===== src/sv/aicr_pkg.sv =====
// ----------------------------------------------------------------------------
// aicr_pkg
// Shared widths, contact codes, register indexes and saturation helper for
// the AABB impulse collision resolver.
// ----------------------------------------------------------------------------
package aicr_pkg;

   localparam int unsigned WORD_W     = 32;
   localparam int unsigned DIM_W      = 31;
   localparam int unsigned COEF_W     = 17;
   localparam int unsigned ACC_W      = 64;
   localparam int unsigned DVD_W      = 61;
   localparam int unsigned SHARE_BITS = 30;
   localparam int unsigned SAT_W      = 40;
   localparam int unsigned CSR_IDX_W  = 2;

   localparam logic [2:0] NORM_NONE  = 3'd0;
   localparam logic [2:0] NORM_NEG_X = 3'd1;
   localparam logic [2:0] NORM_POS_X = 3'd2;
   localparam logic [2:0] NORM_NEG_Y = 3'd3;
   localparam logic [2:0] NORM_POS_Y = 3'd4;

   localparam logic [CSR_IDX_W-1:0] CSR_PERCENT = 2'd0;
   localparam logic [CSR_IDX_W-1:0] CSR_SLOP    = 2'd1;

   localparam logic signed [SAT_W-1:0] SAT_MAX = 40'sh00_7FFF_FFFF;
   localparam logic signed [SAT_W-1:0] SAT_MIN = 40'shFF_8000_0000;

   typedef logic signed [WORD_W-1:0] word_type;

   function automatic word_type sat32(input logic signed [SAT_W-1:0] v);
      word_type r;
      if (v > SAT_MAX) begin
         r = 32'sh7FFF_FFFF;
      end else if (v < SAT_MIN) begin
         r = 32'sh8000_0000;
      end else begin
         r = v[WORD_W-1:0];
      end
      return r;
   endfunction

endpackage


===== src/sv/aabb_impulse_collision_resolver_core.sv =====
// Work per item: mode 0 runs four 31-step reciprocal multiplications; mode 1
//   without overlap, with both bodies immovable or separating ends after the
//   contact check; mode 1 with an impulse runs two 61-step divisions and five
//   shift-add multiplications of 17 to 31 steps. One item at a time, plus output stalls.
// Rate is set by the single shared 65-bit add/subtract unit, one bit a cycle.
// Synchronous reset clears body A state and restores register defaults.
// ----------------------------------------------------------------------------
// aabb_impulse_collision_resolver_core
// Integrates body A and resolves AABB contacts against body B with impulse
// and positional correction, using one iterative add/subtract unit.
// ----------------------------------------------------------------------------
module aabb_impulse_collision_resolver_core
   import aicr_pkg::*;
#(
   parameter int FRAC_BITS = 16
) (
   input  logic                        clock,
   input  logic                        reset,
   input  logic                        csr_we,
   input  logic [CSR_IDX_W-1:0]        csr_index,
   input  logic [COEF_W-1:0]           csr_wdata,
   input  logic                        req_valid,
   output logic                        req_ready,
   input  logic                        req_mode,
   input  logic signed [WORD_W-1:0]    req_pos_x,
   input  logic signed [WORD_W-1:0]    req_pos_y,
   input  logic [DIM_W-1:0]            req_box_width,
   input  logic [DIM_W-1:0]            req_box_height,
   input  logic signed [WORD_W-1:0]    req_vel_x,
   input  logic signed [WORD_W-1:0]    req_vel_y,
   input  logic signed [WORD_W-1:0]    req_acc_x,
   input  logic signed [WORD_W-1:0]    req_acc_y,
   input  logic [DIM_W-1:0]            req_inv_mass,
   input  logic [COEF_W-1:0]           req_restitution,
   output logic                        rsp_valid,
   input  logic                        rsp_ready,
   output logic signed [WORD_W-1:0]    rsp_a_vel_x_out,
   output logic signed [WORD_W-1:0]    rsp_a_vel_y_out,
   output logic signed [WORD_W-1:0]    rsp_a_pos_x_out,
   output logic signed [WORD_W-1:0]    rsp_a_pos_y_out,
   output logic signed [WORD_W-1:0]    rsp_b_vel_x_out,
   output logic signed [WORD_W-1:0]    rsp_b_vel_y_out,
   output logic [2:0]                  rsp_contact_normal,
   output logic [DIM_W-1:0]            rsp_penetration_depth,
   output logic                        rsp_impulse_applied,
   output logic                        rsp_both_immovable
);

   localparam int SLOP_RESET_INT = ((5 << FRAC_BITS) + 50) / 100;
   localparam logic [COEF_W-1:0] SLOP_RESET = COEF_W'(SLOP_RESET_INT);
   localparam logic [COEF_W-1:0] PERCENT_RESET = 17'd32768;

   // rounded-up reciprocals: x/100 = (x*R100) >> 37, x/10 = (x*R10) >> 34,
   // exact for magnitudes up to 2^31
   localparam logic [SHARE_BITS:0] RECIP_100 = 31'd1374389535;
   localparam logic [SHARE_BITS:0] RECIP_10  = 31'd1717986919;

   localparam logic [2:0] ST_IDLE  = 3'd0;
   localparam logic [2:0] ST_EVAL  = 3'd1;
   localparam logic [2:0] ST_ISSUE = 3'd2;
   localparam logic [2:0] ST_MUL   = 3'd3;
   localparam logic [2:0] ST_DIV   = 3'd4;
   localparam logic [2:0] ST_POST  = 3'd5;
   localparam logic [2:0] ST_DONE  = 3'd6;

   localparam logic [3:0] STEP_AX = 4'd0;
   localparam logic [3:0] STEP_AY = 4'd1;
   localparam logic [3:0] STEP_VX = 4'd2;
   localparam logic [3:0] STEP_VY = 4'd3;
   localparam logic [3:0] STEP_W  = 4'd4;
   localparam logic [3:0] STEP_SA = 4'd5;
   localparam logic [3:0] STEP_SB = 4'd6;
   localparam logic [3:0] STEP_DA = 4'd7;
   localparam logic [3:0] STEP_DB = 4'd8;
   localparam logic [3:0] STEP_C  = 4'd9;
   localparam logic [3:0] STEP_DP = 4'd10;

   // control
   logic [2:0] state_ff;
   logic [3:0] step_ff;
   logic [5:0] iter_ff;

   // configuration
   logic [COEF_W-1:0] percent_ff;
   logic [COEF_W-1:0] slop_ff;

   // body A state
   logic signed [WORD_W-1:0] a_det_x_ff, a_det_y_ff;
   logic [DIM_W-1:0]         a_w_ff, a_h_ff;
   logic signed [WORD_W-1:0] a_vel_x_ff, a_vel_y_ff;
   logic signed [WORD_W-1:0] a_pos_x_ff, a_pos_y_ff;
   logic [DIM_W-1:0]         a_im_ff;
   logic [COEF_W-1:0]        a_el_ff;

   // latched item
   logic signed [WORD_W-1:0] in_px_ff, in_py_ff, in_vx_ff, in_vy_ff, in_ax_ff, in_ay_ff;
   logic [DIM_W-1:0]         in_bw_ff, in_bh_ff, in_im_ff;
   logic [COEF_W-1:0]        in_rest_ff;

   // contact working values
   logic                     on_x_ff, neg_ff;
   logic [32:0]              mag_ff;
   logic [WORD_W-1:0]        sum_ff;
   logic [COEF_W-1:0]        emin_ff;
   logic [34:0]              w_ff;
   logic [SHARE_BITS:0]      sa_ff, sb_ff;
   logic [33:0]              da_ff, db_ff;
   logic [WORD_W-1:0]        c_ff;
   logic signed [WORD_W-1:0] bvx_ff, bvy_ff;
   logic [2:0]               normal_ff;
   logic [DIM_W-1:0]         pen_ff;
   logic                     applied_ff, immov_ff;

   // shared unit operands
   logic [ACC_W-1:0]         acc_ff, mcand_ff;
   logic [SHARE_BITS:0]      mplier_ff;
   logic [DVD_W-1:0]         dvd_ff, q_ff;
   logic [WORD_W-1:0]        rem_ff, dsr_ff;
   logic                     qneg_ff;

   // output register
   logic                     rsp_valid_ff;
   logic signed [WORD_W-1:0] o_avx_ff, o_avy_ff, o_apx_ff, o_apy_ff, o_bvx_ff, o_bvy_ff;
   logic [2:0]               o_norm_ff;
   logic [DIM_W-1:0]         o_pen_ff;
   logic                     o_app_ff, o_imm_ff;

   // ---------------- shared add/subtract unit ----------------
   logic [ACC_W:0] unit_a, unit_b, unit_sum;
   logic           unit_sub, div_neg;

   always_comb begin
      unit_a   = '0;
      unit_b   = '0;
      unit_sub = 1'b0;
      if (state_ff == ST_MUL) begin
         unit_a = {1'b0, acc_ff};
         unit_b = mplier_ff[0] ? {1'b0, mcand_ff} : '0;
      end else if (state_ff == ST_DIV) begin
         unit_a   = {32'd0, rem_ff, dvd_ff[DVD_W-1]};
         unit_b   = {33'd0, dsr_ff};
         unit_sub = 1'b1;
      end
      unit_sum = unit_a + (unit_sub ? ~unit_b : unit_b) + {{ACC_W{1'b0}}, unit_sub};
   end
   assign div_neg = unit_sum[ACC_W];

   // ---------------- contact evaluation ----------------
   logic signed [33:0] end_ax, end_bx, end_ay, end_by, lo_x, lo_y, hi_x, hi_y;
   logic signed [34:0] ox, oy;
   logic signed [35:0] dx, dy, wdx, wdy, dist_x, dist_y;
   logic signed [33:0] dvel, vn, vn_neg;
   logic               overlap, on_x, neg;
   logic [WORD_W-1:0]  sum_in;

   always_comb begin
      end_ax = 34'(a_det_x_ff) + $signed({3'b000, a_w_ff});
      end_bx = 34'(in_px_ff) + $signed({3'b000, in_bw_ff});
      end_ay = 34'(a_det_y_ff) + $signed({3'b000, a_h_ff});
      end_by = 34'(in_py_ff) + $signed({3'b000, in_bh_ff});
      hi_x   = (end_ax < end_bx) ? end_ax : end_bx;
      hi_y   = (end_ay < end_by) ? end_ay : end_by;
      lo_x   = (a_det_x_ff > in_px_ff) ? 34'(a_det_x_ff) : 34'(in_px_ff);
      lo_y   = (a_det_y_ff > in_py_ff) ? 34'(a_det_y_ff) : 34'(in_py_ff);
      ox     = 35'(hi_x) - 35'(lo_x);
      oy     = 35'(hi_y) - 35'(lo_y);
      overlap = (ox > 35'sd0) && (oy > 35'sd0);
      on_x   = oy > ox;
      dx     = 36'(in_px_ff) - 36'(a_det_x_ff);
      dy     = 36'(in_py_ff) - 36'(a_det_y_ff);
      wdx    = $signed({5'd0, in_bw_ff}) - $signed({5'd0, a_w_ff});
      wdy    = $signed({5'd0, in_bh_ff}) - $signed({5'd0, a_h_ff});
      dist_x = (dx <<< 1) + wdx;
      dist_y = (dy <<< 1) + wdy;
      neg    = on_x ? dist_x[35] : dist_y[35];
      dvel   = on_x ? (34'(in_vx_ff) - 34'(a_vel_x_ff)) : (34'(in_vy_ff) - 34'(a_vel_y_ff));
      vn     = neg ? -dvel : dvel;
      vn_neg = -vn;
      sum_in = {1'b0, a_im_ff} + {1'b0, in_im_ff};
   end

   // ---------------- step helpers ----------------
   logic [WORD_W-1:0]        ax_mag, ay_mag, avx_mag, avy_mag, quo_mag;
   logic signed [SAT_W-1:0]  q_signed;
   logic signed [32:0]       excess_s;
   logic [DIM_W-1:0]         excess;
   logic signed [SAT_W-1:0]  da_s, db_s, dp_s;

   always_comb begin
      ax_mag   = in_ax_ff[WORD_W-1] ? WORD_W'(-in_ax_ff) : WORD_W'(in_ax_ff);
      ay_mag   = in_ay_ff[WORD_W-1] ? WORD_W'(-in_ay_ff) : WORD_W'(in_ay_ff);
      avx_mag  = a_vel_x_ff[WORD_W-1] ? WORD_W'(-a_vel_x_ff) : WORD_W'(a_vel_x_ff);
      avy_mag  = a_vel_y_ff[WORD_W-1] ? WORD_W'(-a_vel_y_ff) : WORD_W'(a_vel_y_ff);
      quo_mag  = (step_ff == STEP_VX || step_ff == STEP_VY) ? {2'b00, acc_ff[ACC_W-1:34]}
                                                           : {5'd0, acc_ff[ACC_W-1:37]};
      q_signed = qneg_ff ? -$signed({8'd0, quo_mag}) : $signed({8'd0, quo_mag});
      excess_s = $signed({2'b00, pen_ff}) - $signed({16'd0, slop_ff});
      excess   = excess_s[32] ? '0 : excess_s[DIM_W-1:0];
      da_s     = $signed({6'd0, da_ff});
      db_s     = $signed({6'd0, db_ff});
      dp_s     = $signed({6'd0, acc_ff[ACC_W-1:SHARE_BITS]});
   end

   assign req_ready = (state_ff == ST_IDLE);

   always_ff @(posedge clock) begin
      if (reset) begin
         state_ff     <= ST_IDLE;
         step_ff      <= STEP_AX;
         iter_ff      <= '0;
         percent_ff   <= PERCENT_RESET;
         slop_ff      <= SLOP_RESET;
         a_det_x_ff   <= '0;
         a_det_y_ff   <= '0;
         a_w_ff       <= '0;
         a_h_ff       <= '0;
         a_vel_x_ff   <= '0;
         a_vel_y_ff   <= '0;
         a_pos_x_ff   <= '0;
         a_pos_y_ff   <= '0;
         a_im_ff      <= '0;
         a_el_ff      <= '0;
         rsp_valid_ff <= 1'b0;
      end else begin
         if (csr_we) begin
            if (csr_index == CSR_PERCENT) begin
               percent_ff <= csr_wdata;
            end else if (csr_index == CSR_SLOP) begin
               slop_ff <= csr_wdata;
            end
         end

         // drop the beat once taken; a finishing item reloads it below
         if (rsp_valid_ff && rsp_ready && state_ff != ST_DONE) begin
            rsp_valid_ff <= 1'b0;
         end

         unique case (state_ff)
            ST_IDLE: begin
               if (req_valid) begin
                  in_px_ff   <= req_pos_x;
                  in_py_ff   <= req_pos_y;
                  in_bw_ff   <= req_box_width;
                  in_bh_ff   <= req_box_height;
                  in_vx_ff   <= req_vel_x;
                  in_vy_ff   <= req_vel_y;
                  in_ax_ff   <= req_acc_x;
                  in_ay_ff   <= req_acc_y;
                  in_im_ff   <= req_inv_mass;
                  in_rest_ff <= req_restitution;
                  bvx_ff     <= req_vel_x;
                  bvy_ff     <= req_vel_y;
                  normal_ff  <= NORM_NONE;
                  pen_ff     <= '0;
                  applied_ff <= 1'b0;
                  immov_ff   <= 1'b0;
                  step_ff    <= STEP_AX;
                  state_ff   <= req_mode ? ST_EVAL : ST_ISSUE;
               end
            end

            ST_EVAL: begin
               on_x_ff <= on_x;
               neg_ff  <= neg;
               mag_ff  <= vn_neg[32:0];
               sum_ff  <= sum_in;
               emin_ff <= (a_el_ff < in_rest_ff) ? a_el_ff : in_rest_ff;
               if (!overlap) begin
                  state_ff <= ST_DONE;
               end else begin
                  pen_ff    <= on_x ? ox[DIM_W-1:0] : oy[DIM_W-1:0];
                  normal_ff <= on_x ? (neg ? NORM_NEG_X : NORM_POS_X)
                                    : (neg ? NORM_NEG_Y : NORM_POS_Y);
                  if (sum_in == '0) begin
                     immov_ff <= 1'b1;
                     state_ff <= ST_DONE;
                  end else if (vn > 34'sd0) begin
                     state_ff <= ST_DONE;
                  end else begin
                     applied_ff <= 1'b1;
                     step_ff    <= STEP_W;
                     state_ff   <= ST_ISSUE;
                  end
               end
            end

            ST_ISSUE: begin
               acc_ff <= '0;
               rem_ff <= '0;
               unique case (step_ff)
                  STEP_AX: begin
                     mcand_ff  <= {32'd0, ax_mag};
                     mplier_ff <= RECIP_100;
                     qneg_ff   <= in_ax_ff[WORD_W-1];
                     iter_ff   <= 6'd31;
                     state_ff  <= ST_MUL;
                  end
                  STEP_AY: begin
                     mcand_ff  <= {32'd0, ay_mag};
                     mplier_ff <= RECIP_100;
                     qneg_ff   <= in_ay_ff[WORD_W-1];
                     iter_ff   <= 6'd31;
                     state_ff  <= ST_MUL;
                  end
                  STEP_VX: begin
                     mcand_ff  <= {32'd0, avx_mag};
                     mplier_ff <= RECIP_10;
                     qneg_ff   <= a_vel_x_ff[WORD_W-1];
                     iter_ff   <= 6'd31;
                     state_ff  <= ST_MUL;
                  end
                  STEP_VY: begin
                     mcand_ff  <= {32'd0, avy_mag};
                     mplier_ff <= RECIP_10;
                     qneg_ff   <= a_vel_y_ff[WORD_W-1];
                     iter_ff   <= 6'd31;
                     state_ff  <= ST_MUL;
                  end
                  STEP_W: begin
                     mcand_ff  <= {31'd0, mag_ff};
                     mplier_ff <= {13'd0, 18'd65536 + {1'b0, emin_ff}};
                     iter_ff   <= 6'd18;
                     state_ff  <= ST_MUL;
                  end
                  STEP_SA: begin
                     dvd_ff   <= {a_im_ff, 30'd0};
                     dsr_ff   <= sum_ff;
                     iter_ff  <= 6'd61;
                     state_ff <= ST_DIV;
                  end
                  STEP_SB: begin
                     dvd_ff   <= {in_im_ff, 30'd0};
                     dsr_ff   <= sum_ff;
                     iter_ff  <= 6'd61;
                     state_ff <= ST_DIV;
                  end
                  STEP_DA: begin
                     mcand_ff  <= {29'd0, w_ff};
                     mplier_ff <= sa_ff;
                     iter_ff   <= 6'd31;
                     state_ff  <= ST_MUL;
                  end
                  STEP_DB: begin
                     mcand_ff  <= {29'd0, w_ff};
                     mplier_ff <= sb_ff;
                     iter_ff   <= 6'd31;
                     state_ff  <= ST_MUL;
                  end
                  STEP_C: begin
                     mcand_ff  <= {33'd0, excess};
                     mplier_ff <= {14'd0, percent_ff};
                     iter_ff   <= 6'd17;
                     state_ff  <= ST_MUL;
                  end
                  default: begin
                     mcand_ff  <= {32'd0, c_ff};
                     mplier_ff <= sa_ff;
                     iter_ff   <= 6'd31;
                     state_ff  <= ST_MUL;
                  end
               endcase
            end

            ST_MUL: begin
               acc_ff    <= unit_sum[ACC_W-1:0];
               mcand_ff  <= {mcand_ff[ACC_W-2:0], 1'b0};
               mplier_ff <= {1'b0, mplier_ff[SHARE_BITS:1]};
               iter_ff   <= iter_ff - 6'd1;
               if (iter_ff == 6'd1) begin
                  state_ff <= ST_POST;
               end
            end

            ST_DIV: begin
               rem_ff  <= div_neg ? {rem_ff[WORD_W-2:0], dvd_ff[DVD_W-1]}
                                  : unit_sum[WORD_W-1:0];
               q_ff    <= {q_ff[DVD_W-2:0], ~div_neg};
               dvd_ff  <= {dvd_ff[DVD_W-2:0], 1'b0};
               iter_ff <= iter_ff - 6'd1;
               if (iter_ff == 6'd1) begin
                  state_ff <= ST_POST;
               end
            end

            ST_POST: begin
               state_ff <= (step_ff == STEP_VY || step_ff == STEP_DP) ? ST_DONE : ST_ISSUE;
               step_ff  <= step_ff + 4'd1;
               unique case (step_ff)
                  STEP_AX: a_vel_x_ff <= sat32(SAT_W'(in_vx_ff) + q_signed);
                  STEP_AY: a_vel_y_ff <= sat32(SAT_W'(in_vy_ff) + q_signed);
                  STEP_VX: begin
                     a_pos_x_ff <= sat32(SAT_W'(in_px_ff) + q_signed);
                     a_det_x_ff <= sat32(SAT_W'(in_px_ff) + q_signed);
                  end
                  STEP_VY: begin
                     a_pos_y_ff <= sat32(SAT_W'(in_py_ff) + q_signed);
                     a_det_y_ff <= sat32(SAT_W'(in_py_ff) + q_signed);
                     a_w_ff     <= in_bw_ff;
                     a_h_ff     <= in_bh_ff;
                     a_im_ff    <= in_im_ff;
                     a_el_ff    <= in_rest_ff;
                  end
                  STEP_W:  w_ff  <= acc_ff[50:16];
                  STEP_SA: sa_ff <= q_ff[SHARE_BITS:0];
                  STEP_SB: sb_ff <= q_ff[SHARE_BITS:0];
                  STEP_DA: da_ff <= acc_ff[ACC_W-1:SHARE_BITS];
                  STEP_DB: db_ff <= acc_ff[ACC_W-1:SHARE_BITS];
                  STEP_C:  c_ff  <= acc_ff[47:16];
                  default: begin
                     // apply impulse and correction along the contact axis
                     if (on_x_ff) begin
                        a_vel_x_ff <= sat32(neg_ff ? SAT_W'(a_vel_x_ff) + da_s
                                                   : SAT_W'(a_vel_x_ff) - da_s);
                        bvx_ff     <= sat32(neg_ff ? SAT_W'(in_vx_ff) - db_s
                                                   : SAT_W'(in_vx_ff) + db_s);
                        a_pos_x_ff <= sat32(neg_ff ? SAT_W'(a_pos_x_ff) + dp_s
                                                   : SAT_W'(a_pos_x_ff) - dp_s);
                     end else begin
                        a_vel_y_ff <= sat32(neg_ff ? SAT_W'(a_vel_y_ff) + da_s
                                                   : SAT_W'(a_vel_y_ff) - da_s);
                        bvy_ff     <= sat32(neg_ff ? SAT_W'(in_vy_ff) - db_s
                                                   : SAT_W'(in_vy_ff) + db_s);
                        a_pos_y_ff <= sat32(neg_ff ? SAT_W'(a_pos_y_ff) + dp_s
                                                   : SAT_W'(a_pos_y_ff) - dp_s);
                     end
                  end
               endcase
            end

            ST_DONE: begin
               // hold until the output register is free
               if (!rsp_valid_ff || rsp_ready) begin
                  o_avx_ff     <= a_vel_x_ff;
                  o_avy_ff     <= a_vel_y_ff;
                  o_apx_ff     <= a_pos_x_ff;
                  o_apy_ff     <= a_pos_y_ff;
                  o_bvx_ff     <= bvx_ff;
                  o_bvy_ff     <= bvy_ff;
                  o_norm_ff    <= normal_ff;
                  o_pen_ff     <= pen_ff;
                  o_app_ff     <= applied_ff;
                  o_imm_ff     <= immov_ff;
                  rsp_valid_ff <= 1'b1;
                  state_ff     <= ST_IDLE;
               end
            end

            default: state_ff <= ST_IDLE;
         endcase
      end
   end

   assign rsp_valid             = rsp_valid_ff;
   assign rsp_a_vel_x_out       = o_avx_ff;
   assign rsp_a_vel_y_out       = o_avy_ff;
   assign rsp_a_pos_x_out       = o_apx_ff;
   assign rsp_a_pos_y_out       = o_apy_ff;
   assign rsp_b_vel_x_out       = o_bvx_ff;
   assign rsp_b_vel_y_out       = o_bvy_ff;
   assign rsp_contact_normal    = o_norm_ff;
   assign rsp_penetration_depth = o_pen_ff;
   assign rsp_impulse_applied   = o_app_ff;
   assign rsp_both_immovable    = o_imm_ff;

`ifndef SYNTHESIS
   a_flags_exclusive: assert property (@(posedge clock) disable iff (reset)
      rsp_valid |-> !(rsp_impulse_applied && rsp_both_immovable))
      else $error("impulse and immovable flags both set");

   a_no_contact_clean: assert property (@(posedge clock) disable iff (reset)
      (rsp_valid && rsp_contact_normal == NORM_NONE) |->
      (rsp_penetration_depth == '0 && !rsp_impulse_applied && !rsp_both_immovable))
      else $error("flags or depth set without contact");

   a_busy_after_accept: assert property (@(posedge clock) disable iff (reset)
      (req_valid && req_ready) |=> !req_ready)
      else $error("ready while an item is in work");
`endif

endmodule


===== config.mk =====
export PLATFORM = sky130hd
export DESIGN_NAME = aabb_impulse_collision_resolver_core
export DESIGN_NICKNAME = d
export VERILOG_FILES = /design/src/sv/aicr_pkg.sv /design/src/sv/aabb_impulse_collision_resolver_core.sv
export SDC_FILE = /design/constraint.sdc
export NUM_CORES = 2
export LEC_CHECK = 0
export BUFFER_PORTS_ARGS = -buffer_cell sky130_fd_sc_hd__buf_2
export CORE_ASPECT_RATIO = 1.4
export CORE_UTILIZATION = 25
export CTS_CLUSTER_SIZE = 10
export DETAILED_ROUTE_END_ITERATION = 10
export PLACE_DENSITY_LB_ADDON = 0.15
export SYNTH_ARGS = -nofsm -noshare
export SYNTH_HDL_FRONTEND = slang
export SYNTH_SLANG_ARGS = --single-unit

===== constraint.sdc =====
create_clock -name clock -period 42 [get_ports clock]
set_input_delay 2.1 -clock clock [delete_from_list [all_inputs] [get_ports clock]]
set_output_delay 2.1 -clock clock [all_outputs]
set_load 0.005 [all_outputs]

## Yosys cells after proc, flatten, opt, wreduce, memory -nomap -nowiden

Cells that the tools add are included.

- Flip-flop bits (word level): 1577
- Bits of input ports: 327
- Output and inout port bits: 230
- Logic and storage cells: 349

- Add/subtract/negate cells: 44
- $lt $le $gt $ge: 29
- Equality and inequality tests: 33
- Muxes and demuxes: 113
- Bitwise logic cells: 8
- Reductions and logical operators: 61

Operators by type and width:

| operator | number |
|---|---|
| $mux 32 | 36 |
| $pmux 64 s8 | 1 |
| $pmux 32 s2 | 7 |
| $gt 40x32->1 const B | 10 |
| $lt 40x32->1 const B | 10 |
| $mux 40 | 7 |
| $pmux 64 s2 | 2 |
| $pmux 61 s2 | 2 |
| $add 32x35->36 | 6 |
| $sub 32x35->36 | 6 |
| $mux 34 | 6 |
| $pmux 31 s6 | 1 |
| $add 32x40->40 | 4 |
| $add 32x32->33 | 4 |
| $sub 32x32->33 | 4 |
| $mux 65 | 2 |
| $mux 64 | 2 |
| $neg 32->32 | 4 |
| $mux 31 | 4 |
| $pmux 31 s2 | 2 |
| $add 34x32->35 | 2 |
| $gt 35x1->1 const B | 2 |
| $sub 34x34->35 | 2 |
| $lt 33x33->1 | 2 |
| other kinds (61) | 160 |

## Logic depth before layout (Yosys ltp)

- Word-level depth: 13
- Mapped depth: 71
- Depth with buffers taken out: 64

## Worst setup path after synthesis

Ideal clock, no wire load.

- Kind: input to register
- From: input reset
- To: register o_apx_ff[0] (netlist: rsp_a_pos_x_out[0]) (enable)
- Library setup time: 1.374 ns
- Arrival time: 24.268 ns
- Data required time: 40.626 ns
- Path slack: 16.357 ns
- Stages: 4
- Path buffers: 3
- Cells stage by stage: clkbuf_1 > clkbuf_1 > clkbuf_1 > nor4_1

- Word-level cells in the longest chain between the ends: 2

Ends and longest elaborated chain:

| element | line | source |
|---|---|---|
| start, declared | aabb_impulse_collision_resolver_core.sv:18 | `input logic reset,` |
| $not 1->1 (no source line) | n/a |  |
| $reduce_and 3->1 (no source line) | n/a |  |
| end signal, assigned | aabb_impulse_collision_resolver_core.sv:435 | `o_apx_ff <= a_pos_x_ff;` |
| end, declared | aabb_impulse_collision_resolver_core.sv:123 | `logic signed [WORD_W-1:0] o_avx_ff, o_avy_ff, o_apx_ff, o_apy_ff, o_bvx_ff, o_bvy_ff;` |

No other way between the ends.
A chain may end at the register's enable or synchronous reset.

## Worst setup path after layout

- From: register in_py_ff[1]
- To: register applied_ff (enable)

- Word-level cells in the longest chain between the ends: 11
- Elaborated cells between the ends (all ways): 19
- Classes of those cells: add/sub (5); order compare (5); eq/ne (2); mux (5); reduce/logical (2)

Ends and longest elaborated chain:

| element | line | source |
|---|---|---|
| start, declared | aabb_impulse_collision_resolver_core.sv:96 | `logic signed [WORD_W-1:0] in_px_ff, in_py_ff, in_vx_ff, in_vy_ff, in_ax_ff, in_ay_ff;` |
| start signal, assigned | aabb_impulse_collision_resolver_core.sv:242 | `in_py_ff <= req_pos_y;` |
| $add 32x32->33 | aabb_impulse_collision_resolver_core.sv:160 | `end_by = 34'(in_py_ff) + $signed({3'b000, in_bh_ff});` |
| $lt 33x33->1 | aabb_impulse_collision_resolver_core.sv:162 | `hi_y = (end_ay < end_by) ? end_ay : end_by;` |
| $mux 34 | aabb_impulse_collision_resolver_core.sv:162 |  |
| $sub 34x34->35 | aabb_impulse_collision_resolver_core.sv:166 | `oy = 35'(hi_y) - 35'(lo_y);` |
| $gt 35x35->1 | aabb_impulse_collision_resolver_core.sv:168 | `on_x = oy > ox;` |
| $mux 34 | aabb_impulse_collision_resolver_core.sv:176 | `dvel = on_x ? (34'(in_vx_ff) - 34'(a_vel_x_ff)) : (34'(in_vy_ff) - 34'(a_vel_y_ff));` |
| $neg 34->34 | aabb_impulse_collision_resolver_core.sv:177 | `vn = neg ? -dvel : dvel;` |
| $mux 34 | aabb_impulse_collision_resolver_core.sv:177 |  |
| $gt 34x1->1 | aabb_impulse_collision_resolver_core.sv:277 | `end else if (vn > 34'sd0) begin` |
| $ne 2x2->1 (no source line) | n/a |  |
| $reduce_and 6->1 (no source line) (*) | n/a |  |
| end signal, assigned | aabb_impulse_collision_resolver_core.sv:255 | `applied_ff <= 1'b0;` |
| end signal, assigned | aabb_impulse_collision_resolver_core.sv:280 | `applied_ff <= 1'b1;` |
| end, declared | aabb_impulse_collision_resolver_core.sv:112 | `logic applied_ff, immov_ff;` |

Mark *: on every way between the ends. The rest lies on a longest branch, timed or not.

==> impl_metrics.json <==
{
  "clock_skew_ns": 0.0891,
  "cts_sinks": 1547,
  "grt_max_degree": 151,
  "slew_viol_final": 0,
  "die_w_um": 570,
  "yosysSeqAreaShare": 0.380,
  "worstReg2RegEnd": "applied_ff",
  "vias": 98600,
  "via_per_inst": 5.20,
  "fin_crit_sh": 0.434,
  "syn_area_mm2": 0.113,
  "synth-edff-count": 1197,
  "yosys_warnings": 0,
  "grt_pass1_vias": 95900,
  "worstPathMaxFanout": 48,
  "max_freq_mhz": 54.9,
  "grt_use_total": 0.222,
  "fin_nets": 14100,
  "cts_hold_buffers": 0,
  "coreArea_mm2": 0.449,
  "mostFrequentLayoutCells": "edfxtp_1, nand2_1, ha_1, a21oi_1, nor2_1",
  "critPathLaunchType": "flop",
  "syn_area_per_cell_um2": 9.28,
  "reg2reg_depth": 62,
  "fin_crit_ns": 18.21,
  "portBuffers": 556,
  "crit_path_end_kind": "flop",
  "timing.setup.critical_path_class": "reg2reg",
  "cpPeakStageDelay_ns": 0.75,
  "cts-root-buf": "clkbuf_16",
  "syn2layout_area_growth_pct": 14.9,
  "postSynthRegisterBits": 1547,
  "hp-class": "reg2reg",
  "dr.first_iter.drc_count": 8891,
  "synthDistinctLibCells": 125,
  "synth_area_leaders": "edfxtp_1, ha_1, dfxtp_1, xnor2_1, a21oi_1",
  "drive_above_1_share": 0.0991,
  "synth_cells": 12200,
  "final_antenna_net_count": 0,
  "antenna_found_initial": 131,
  "drc": 0,
  "clk_pin_slew_worst_paths_ns": 0.06,
  "synth_top_area_cell": "edfxtp_1",
  "clock_latency_ns": 0.96,
  "final_common_cell": "edfxtp_1",
  "cap_violations": 0,
  "wl_per_cell_um": 27.6,
  "ioPinCount": 557,
  "cts-htree-levels": 4,
  "whs_ns": 0.388,
  "synth.top_cell.area_share": 0.318,
  "max-slew-margin-rel": 0.101,
  "dr.pass1.iters": 8,
  "p_leak_nw": 51.1,
  "hold_viol": 0,
  "dp_hpwl_um": 419000,
  "cp.arrival_ns": 18.87,
  "synth_nets": 13600,
  "slowest_stage": "o31ai_1",
  "tns_ns": 0,
  "grt_pass1_wl_um": 724000,
  "postSynth.asyncResetShare": 0,
  "die_y_um": 798,
  "grt-ovfl-total": 0,
  "wl_um": 523000,
  "reg2reg_slack_ns": 23.79,
  "rsz0062_at_grt": "false",
  "ir_drop_v": 0.0000606,
  "final_util": 0.289,
  "status": "complete, no violations",
  "worstSetupStartpoint": "in_py_ff[1]",
  "setup_viol": 0,
  "cts_tree": "yes",
  "cp_data_required_time_ns": 42.66,
  "power.density_mw_per_mm2": 58.6,
  "cts_resized": 0,
  "synth-main-ff-cell": "edfxtp_1",
  "die-area_mm2": 0.455,
  "post_cts_buffers": 0,
  "gp_congestion": 0.957,
  "initial_core_util": 0.252,
  "timing.rr.start": "in_py_ff[1]",
  "tightest_slew_ns": 1.34,
  "cts_made_buffers": 197,
  "crit_end": "applied_ff",
  "cts.path.max_buffers": 4,
  "critPathMostFrequentCell": "a21oi_1",
  "rows": 291
}
==> report_power, final <==
group	internal [mW]	switching (mW)
logic	1.25	2.62
registers	1.88	0.174
clock network	0.954	0.744
==> synth_stat cells, drive strengths merged (69+ instances only) <==
library cell / n
edfxtp: 1197
nand2: 1173
ha: 1048
a21oi: 1026
nor2: 857
o21ai: 737
xnor2: 623
inv: 611
xor2: 385
a21o: 356
clkbuf: 354
nor3: 353
dfxtp: 350
nand3: 266
mux2i: 187
a211oi: 181
and2: 169
nand2b: 158
o21a: 141
nor2b: 127
or3: 125
a31oi: 124
and3: 104
o31ai: 102
o21bai: 88
a221oi: 87
nand4: 87
o211ai: 87
buf: 74
or2: 69
==> per-layer routing <==
layer	GRT usage	up-vias	wire (um)
li1	-	46500	-
met1	0.274	48200	216000
met2	0.376	3068	247000
met3	0.0290	842	28000
met4	0.117	42	31400
met5	0	-	273
==> cell type report <==
class                      count  area [um2]
clock buffer                 295        5420
fill                       48400      319000
timing repair buffer         779        4490
inverter                     613        2300
clock inverter                57         707
antenna                       48         120
sequential                  1547       43000
multi-input combinational   9601       66500
tap                         6006        7510
==> worst max-delay path, delay by kind of cell, from the launching register on <==
family                   cells  cell delay [ns]
multiplexers                 4             1.04
AND/OR/NAND/NOR             16             3.77
flip-flops                   1             0.55
XOR/XNOR                     1             0.16
adder cells (fa/ha/maj)      5             1.75
AO/OA/AOI/OAI               32             9.13
buffers and inverters        4             1.42
==> stage by stage <==
step                      worst slack (ns)  total power [mW]  area [um2]  std cells
final                                23.79              7.61      130000      18900
after global routing                 22.72              7.99      130000      18900
after CTS                            24.18              7.64      130000      18900
after detailed placement             24.25              5.89      124000      18500
after global placement               24.30              5.91      124000      18500
after floorplan                      16.36              4.43      113000      12200
==> state kept, by name, summed over array words and instances, names as in the netlist, 33 cells and up <==
name and flops:
acc_ff 64, da_ff 34, db_ff 34, mag_ff 33, mcand_ff 64, w_ff 35
==> kinds of logic (layout without fill, tap and decap cells) <==
logic type / after synthesis / in the layout / share of synthesized area
flops: 1547 / 1547 / 0.380
other cells: 0 / 48 / 0
mux: 233 / 233 / 0.0212
xor+xnor: 1008 / 1008 / 0.0782
buf+inv: 1041 / 1744 / 0.0353
compound gates: 3570 / 3570 / 0.208
fa+ha+maj: 1075 / 1075 / 0.121
simple gates: 3715 / 3715 / 0.157
==> worst min-delay path by stage <==
stage               startpoint    endpoint  slack (ns)  cells after the start
floorplan            sum_ff[0]   dsr_ff[0]        0.40                      0
global placement    sum_ff[27]  dsr_ff[27]        0.40                      0
detailed placement   sum_ff[3]   dsr_ff[3]        0.40                      0
CTS                  sum_ff[3]   dsr_ff[3]        0.39                      0
global route         sum_ff[3]   dsr_ff[3]        0.41                      0
finish               sum_ff[3]   dsr_ff[3]        0.39                      0
No activity file was read; power rests on OpenSTA's default activity.
